--- src/hdl/tafv_sqrt_cell.sv ---
// ----------------------------------------------------------------------------
// Square root cell
// One digit of a restoring square root; a chain of these forms the root.
// ----------------------------------------------------------------------------
module tafv_sqrt_cell #(
    parameter int ROOT_BITS = 26
) (
    input  logic                   i_clk,
    input  logic                   i_en,
    input  logic [2*ROOT_BITS-1:0] i_rad,
    input  logic [ROOT_BITS+1:0]   i_rem,
    input  logic [ROOT_BITS-1:0]   i_root,
    output logic [2*ROOT_BITS-1:0] o_rad,
    output logic [ROOT_BITS+1:0]   o_rem,
    output logic [ROOT_BITS-1:0]   o_root
);

    logic [2*ROOT_BITS-1:0] r_rad, n_rad;
    logic [ROOT_BITS+1:0]   r_rem, n_rem;
    logic [ROOT_BITS-1:0]   r_root, n_root;
    logic [ROOT_BITS+1:0]   w_shift;
    logic [ROOT_BITS+1:0]   w_trial;

    always_comb begin
        w_shift = {i_rem[ROOT_BITS-1:0], i_rad[2*ROOT_BITS-1 -: 2]};
        w_trial = {i_root, 2'b01};
        n_rad   = i_rad << 2;
        if (w_shift >= w_trial) begin
            n_rem  = w_shift - w_trial;
            n_root = {i_root[ROOT_BITS-2:0], 1'b1};
        end else begin
            n_rem  = w_shift;
            n_root = {i_root[ROOT_BITS-2:0], 1'b0};
        end
    end

    always_ff @(posedge i_clk) begin
        if (i_en) begin
            r_rad  <= n_rad;
            r_rem  <= n_rem;
            r_root <= n_root;
        end
    end

    assign o_rad  = r_rad;
    assign o_rem  = r_rem;
    assign o_root = r_root;

endmodule

--- config.mk ---
export PLATFORM = sky130hd
export DESIGN_NAME = tafv_sqrt_cell
export DESIGN_NICKNAME = d
export VERILOG_FILES = /design/src/hdl/tafv_sqrt_cell.sv
export SDC_FILE = /design/constraint.sdc
export NUM_CORES = 1
export LEC_CHECK = 0
export ABC_AREA = 1
export BUFFER_PORTS_ARGS = -buffer_cell sky130_fd_sc_hd__buf_2
export CAP_MARGIN = 10
export CORE_MARGIN = 5
export CORE_UTILIZATION = 35
export DETAILED_ROUTE_END_ITERATION = 8
export SLEW_MARGIN = 20
export SYNTH_ARGS = -nofsm -noshare
export SYNTH_HDL_FRONTEND = slang
export SYNTH_SLANG_ARGS = --single-unit
--- constraint.sdc ---
create_clock -name i_clk -period 2.75 [get_ports i_clk]
set_clock_uncertainty 0.15 [all_clocks]
set_input_delay 0.825 -clock i_clk [delete_from_list [all_inputs] [get_ports i_clk]]
set_output_delay 0.825 -clock i_clk [all_outputs]
set_load 0.01 [all_outputs]
# Yosys cells after proc, flatten, opt, wreduce, memory -nomap -nowiden
# Index checks and enable logic that the tools add are counted.
# totals
register_bits	104
in_bits	108
output_inout_bits	106
# classes
n_addsub	1
magnitude_cmp	1
mux	2
# ops
operator	n
$ge A28 B28 Y1	1
$mux W28	1
$sub A28 B28 Y28	1
$mux W1	1

# Depth between registers and ports, before layout
# logic_depth
depth_word	2
mapped_depth	14
mapped_depth_nobuf	13

# Worst setup path after synthesis
# OpenSTA, ideal clock, no wires.
# synth_timing
path_kind	input port to flip-flop
startpoint	in i_root[12]
endpoint	reg r_rem[10] (netlist: o_rem[10]) (data pin)
setup_ns	0.256
t_arrival_ns	2.186
t_required_ns	2.344
slack_ns	0.159
stages	13
path_cell_list	inv_1 > ha_1 > nand2_2 > inv_1 > nand2_1 > nand2_1 > nand2_1 > nand2_1 > a21oi_4 > nand3_4 > buf_4 > nand2_1 > o21ai_1
# synth_via
elab_chain_cells	2
# synth_rtl
item	line_no	text
start, declared	12	input logic [ROOT_BITS-1:0] i_root,
$ge A28 B28 Y1	28	if (w_shift >= w_trial) begin
$mux W28	28	
via n_rem[10]	19	logic [ROOT_BITS+1:0] r_rem, n_rem;
end signal, assigned	40	r_rem <= n_rem;
end, declared	19	
# The timed path passes the listed nets, and every way through them passes these cells.
# A chain may end at the register's enable or synchronous reset.

# Worst setup path in the final report
# layout_timing
startpoint	in i_root[3]
endpoint	reg r_rem[17] (netlist: o_rem[17]) (data pin)
# layout_via
elab_chain_cells	2
elab_cells_between_ends	3
cone_classes	add/sub (1); order compare (1); mux (1)
# layout_rtl
item	line_no
$sub A28 B28 Y28 / $ge A28 B28 Y1 (equally long branches)	29, 28
$mux W28 *	28
via n_rem[17]	19
# The timed path passes the listed nets; every way through them passes the cells marked *.

==> results.ini <==
[status]
outcome = completed

[synthesis]
synth-edff-count = 104
synth-async-reset-ratio_pct = 0
synth.yosys.warnings = 0
synth_unique_cells = 30
syn-instance-count = 663
synth_register_bits = 104
synth_seq_area_share_pct = 53.57
synth_area_per_cell_um2 = 8.792
synth.cell_area_mm2 = 0.005829
ys_dominant_reg_cell = sky130_fd_sc_hd__edfxtp_1

[layout]
final-seq-area_mm2 = 0.003123
drive_gt1_share_pct = 32.70
fillerInstances = 1638
multi_input_area_mm2 = 0.002102
post_layout_nonfiller_instances = 1165
post_synthesis_to_final_layout_area_growth_pct = 36.17
postLayoutCellArea_mm2 = 0.007938
nNetsFinal = 1076
antenna_cells = 0

[detailed_routing]
initial_drt_markers = 201
vias = 5042
avgViaCountPerCell = 4.328
detail_route_antenna_nets = 0
wirelength_um = 15850
wl_per_cell_um = 13.60
firstDrtPassIters = 4
post-route-drc-count = 0

[timing]
rsz0062_at_grt = no
worst_slack_ps = 275.2
max_freq_mhz = 404.1
fin_worst_hold_slack_ps = 491.5
timing.final.crit_period_ps = 2475
finalMaxSlewViolations = 0
final-setup-viol-count = 0
final-hold-violation-count = 0
final_min_period_over_clock_period_pct = 89.99

[floorplanning]
floorplan.die.height_um = 139.1
floorplan.initialDensity_pct = 35.40
die-area_mm2 = 0.01934
coreArea_mm2 = 0.01647
pin_count = 214
std_cell_rows = 47
die-width_um = 139.1

[placement]
dp_slack_ps = -76.26
post-dp-hpwl_um = 13060
placed_cells_incl_taps = 1149
placement.cell_area_mm2 = 0.007640
portBuffers = 209
gp_congestion = 0.9340

[pwr]
irDropWorstVdd_mv = 0.2999
powerDensity_mw_per_mm2 = 540.8
power_w = 0.004293
p_leak_nw = 4.210

[worst_setup_path]
worstPathCellList = buf_2 -> inv_1 -> ha_1 -> buf_4 -> nand2_1 -> nor2_1 -> nand3_1 -> nand3b_1 -> nand2_1 -> nand2_1 -> nand2_1 -> nand3_1 -> nand2_1
crit_slowest_cell = sky130_fd_sc_hd__ha_1
endpoint_type_of_the_worst_setup_path = flop
cp_max_fanout = 3
worst_path_most_repeated_cell = sky130_fd_sc_hd__nand2_1
cp.arrival_ps = 2430
critPathRequiredTime_ps = 2700
critical_path.max_stage_delay_ps = 300
setup.worst_path.class = in2reg
start_kind = input port

[clocking]
cts_setup_buffers = 0
cts_tree = yes
post_cts_resize_count = 0
clkSinkCount = 104
max-clock-path-buffers = 2
cts-buffers-inserted = 9
clock-root-buffer = sky130_fd_sc_hd__clkbuf_16
cts-htree-levels = 3
clkSlewWorstSetupHoldPaths_ps = 80
hold_buffers = 0

[grt]
grt_util_all_layers_pct = 16.43
gr-total-overflow = 0
grt_antenna_before_repair = 0
grt_first_pass_wirelength_um = 25300
grt_start_max_net_pins = 52
grt_pass1_vias = 5032

[job]
max_cap_violations = 0

[hold_path]
worstHoldPathType = in2reg

metal layers:
| layer | part of all wire [%] | vias up | global-route usage, % |
|---|---|---|---|
| met3 | 5.6 | 13 | 3.034 |
| met4 | 1.5 | 0 | 5.149 |
| met2 | 47 | 144 | 27.97 |
| li1 | - | 2643 | - |
| met1 | 46 | 2242 | 21.29 |
| met5 | 0 | - | 0 |
Yosys cell counts (2+ instances only):
cell type                  number  area share, %
sky130_fd_sc_hd__o21ai_2        2           0.30
sky130_fd_sc_hd__xor2_1        13            2.0
sky130_fd_sc_hd__buf_6          3           0.58
sky130_fd_sc_hd__a21oi_1       14            1.2
sky130_fd_sc_hd__nand2_1      232             15
sky130_fd_sc_hd__buf_4          3           0.39
sky130_fd_sc_hd__nor2_1        33            2.1
sky130_fd_sc_hd__nand3b_1       7           0.90
sky130_fd_sc_hd__nor2_2         3           0.32
sky130_fd_sc_hd__inv_1        139            9.0
sky130_fd_sc_hd__nand2_2        3           0.32
sky130_fd_sc_hd__o21ai_1       10           0.86
sky130_fd_sc_hd__edfxtp_1     104             54
sky130_fd_sc_hd__ha_1          28            6.0
sky130_fd_sc_hd__nand3_1       30            2.6
sky130_fd_sc_hd__buf_2          3           0.26
sky130_fd_sc_hd__nor2_4         2           0.39
sky130_fd_sc_hd__nand4_1       20            2.1
sky130_fd_sc_hd__inv_2          2           0.13
sky130_fd_sc_hd__nand3_4        2           0.60
power by group:
group	internal, W	switching, W	total (W)
sequential	0.00193	0.0000306	0.00196
clock	0.000642	0.000642	0.00128
combinational	0.000451	0.000601	0.00105
cells by family after synthesis:
family	share of synthesized area [%]
compound gates	2.855
xor+xnor	2.103
fa+ha+maj	6.010
buf+inv	10.43
flops	53.57
other cells	0.06433
simple gates	24.96
registers in the layout, indices dropped and copies added, names as in the netlist:
register,count
o_rem,28
o_root,26
o_rad,50
placed cells by master (no fill, tap or decap), drive strengths merged:
cell,Yosys,routed
xnor2,1,1
clkbuf,1,9
inv,141,145
nand2,236,236
o21ai,13,13
a21oi,15,15
buf,9,275
nand4,20,20
xor2,13,13
clkinv,1,4
nor3,1,1
conb,1,2
nand3b,7,7
o21bai,1,1
ha,28,28
edfxtp,104,104
nor2,38,38
nand3,33,33
stage by stage:
stage	util [%]	TNS [ps]
floorplan	-	0
global placement	46.40	-989.3
detailed placement	46.40	-975.5
CTS	48.21	0
global route	48.21	0
finish	48.21	0
critical path: cells and delay by family:
| family | cells | cell delay, ps |
|---|---|---|
| fa+ha+maj | 1 | 300 |
| buf+inv | 3 | 250 |
| simple gates | 9 | 1040 |
cell type report:
cell class,count,area share (%)
Clock inverter,7,0.9143
Multi-Input combinational cell,408,26.48
Sequential cell,104,39.34
Timing Repair Buffer,275,20.24
Tap cell,220,3.468
Inverter,142,6.715
Clock buffer,9,2.837
final timing paths:
path	to	slack (ps)	cells past startpoint	startpoint
max	o_rem[17]$_DFFE_PP_	280	13	i_root[3]
min	o_rad[24]$_DFFE_PP_	490	1	i_rad[22]
(Power assumes the default switching activity.)
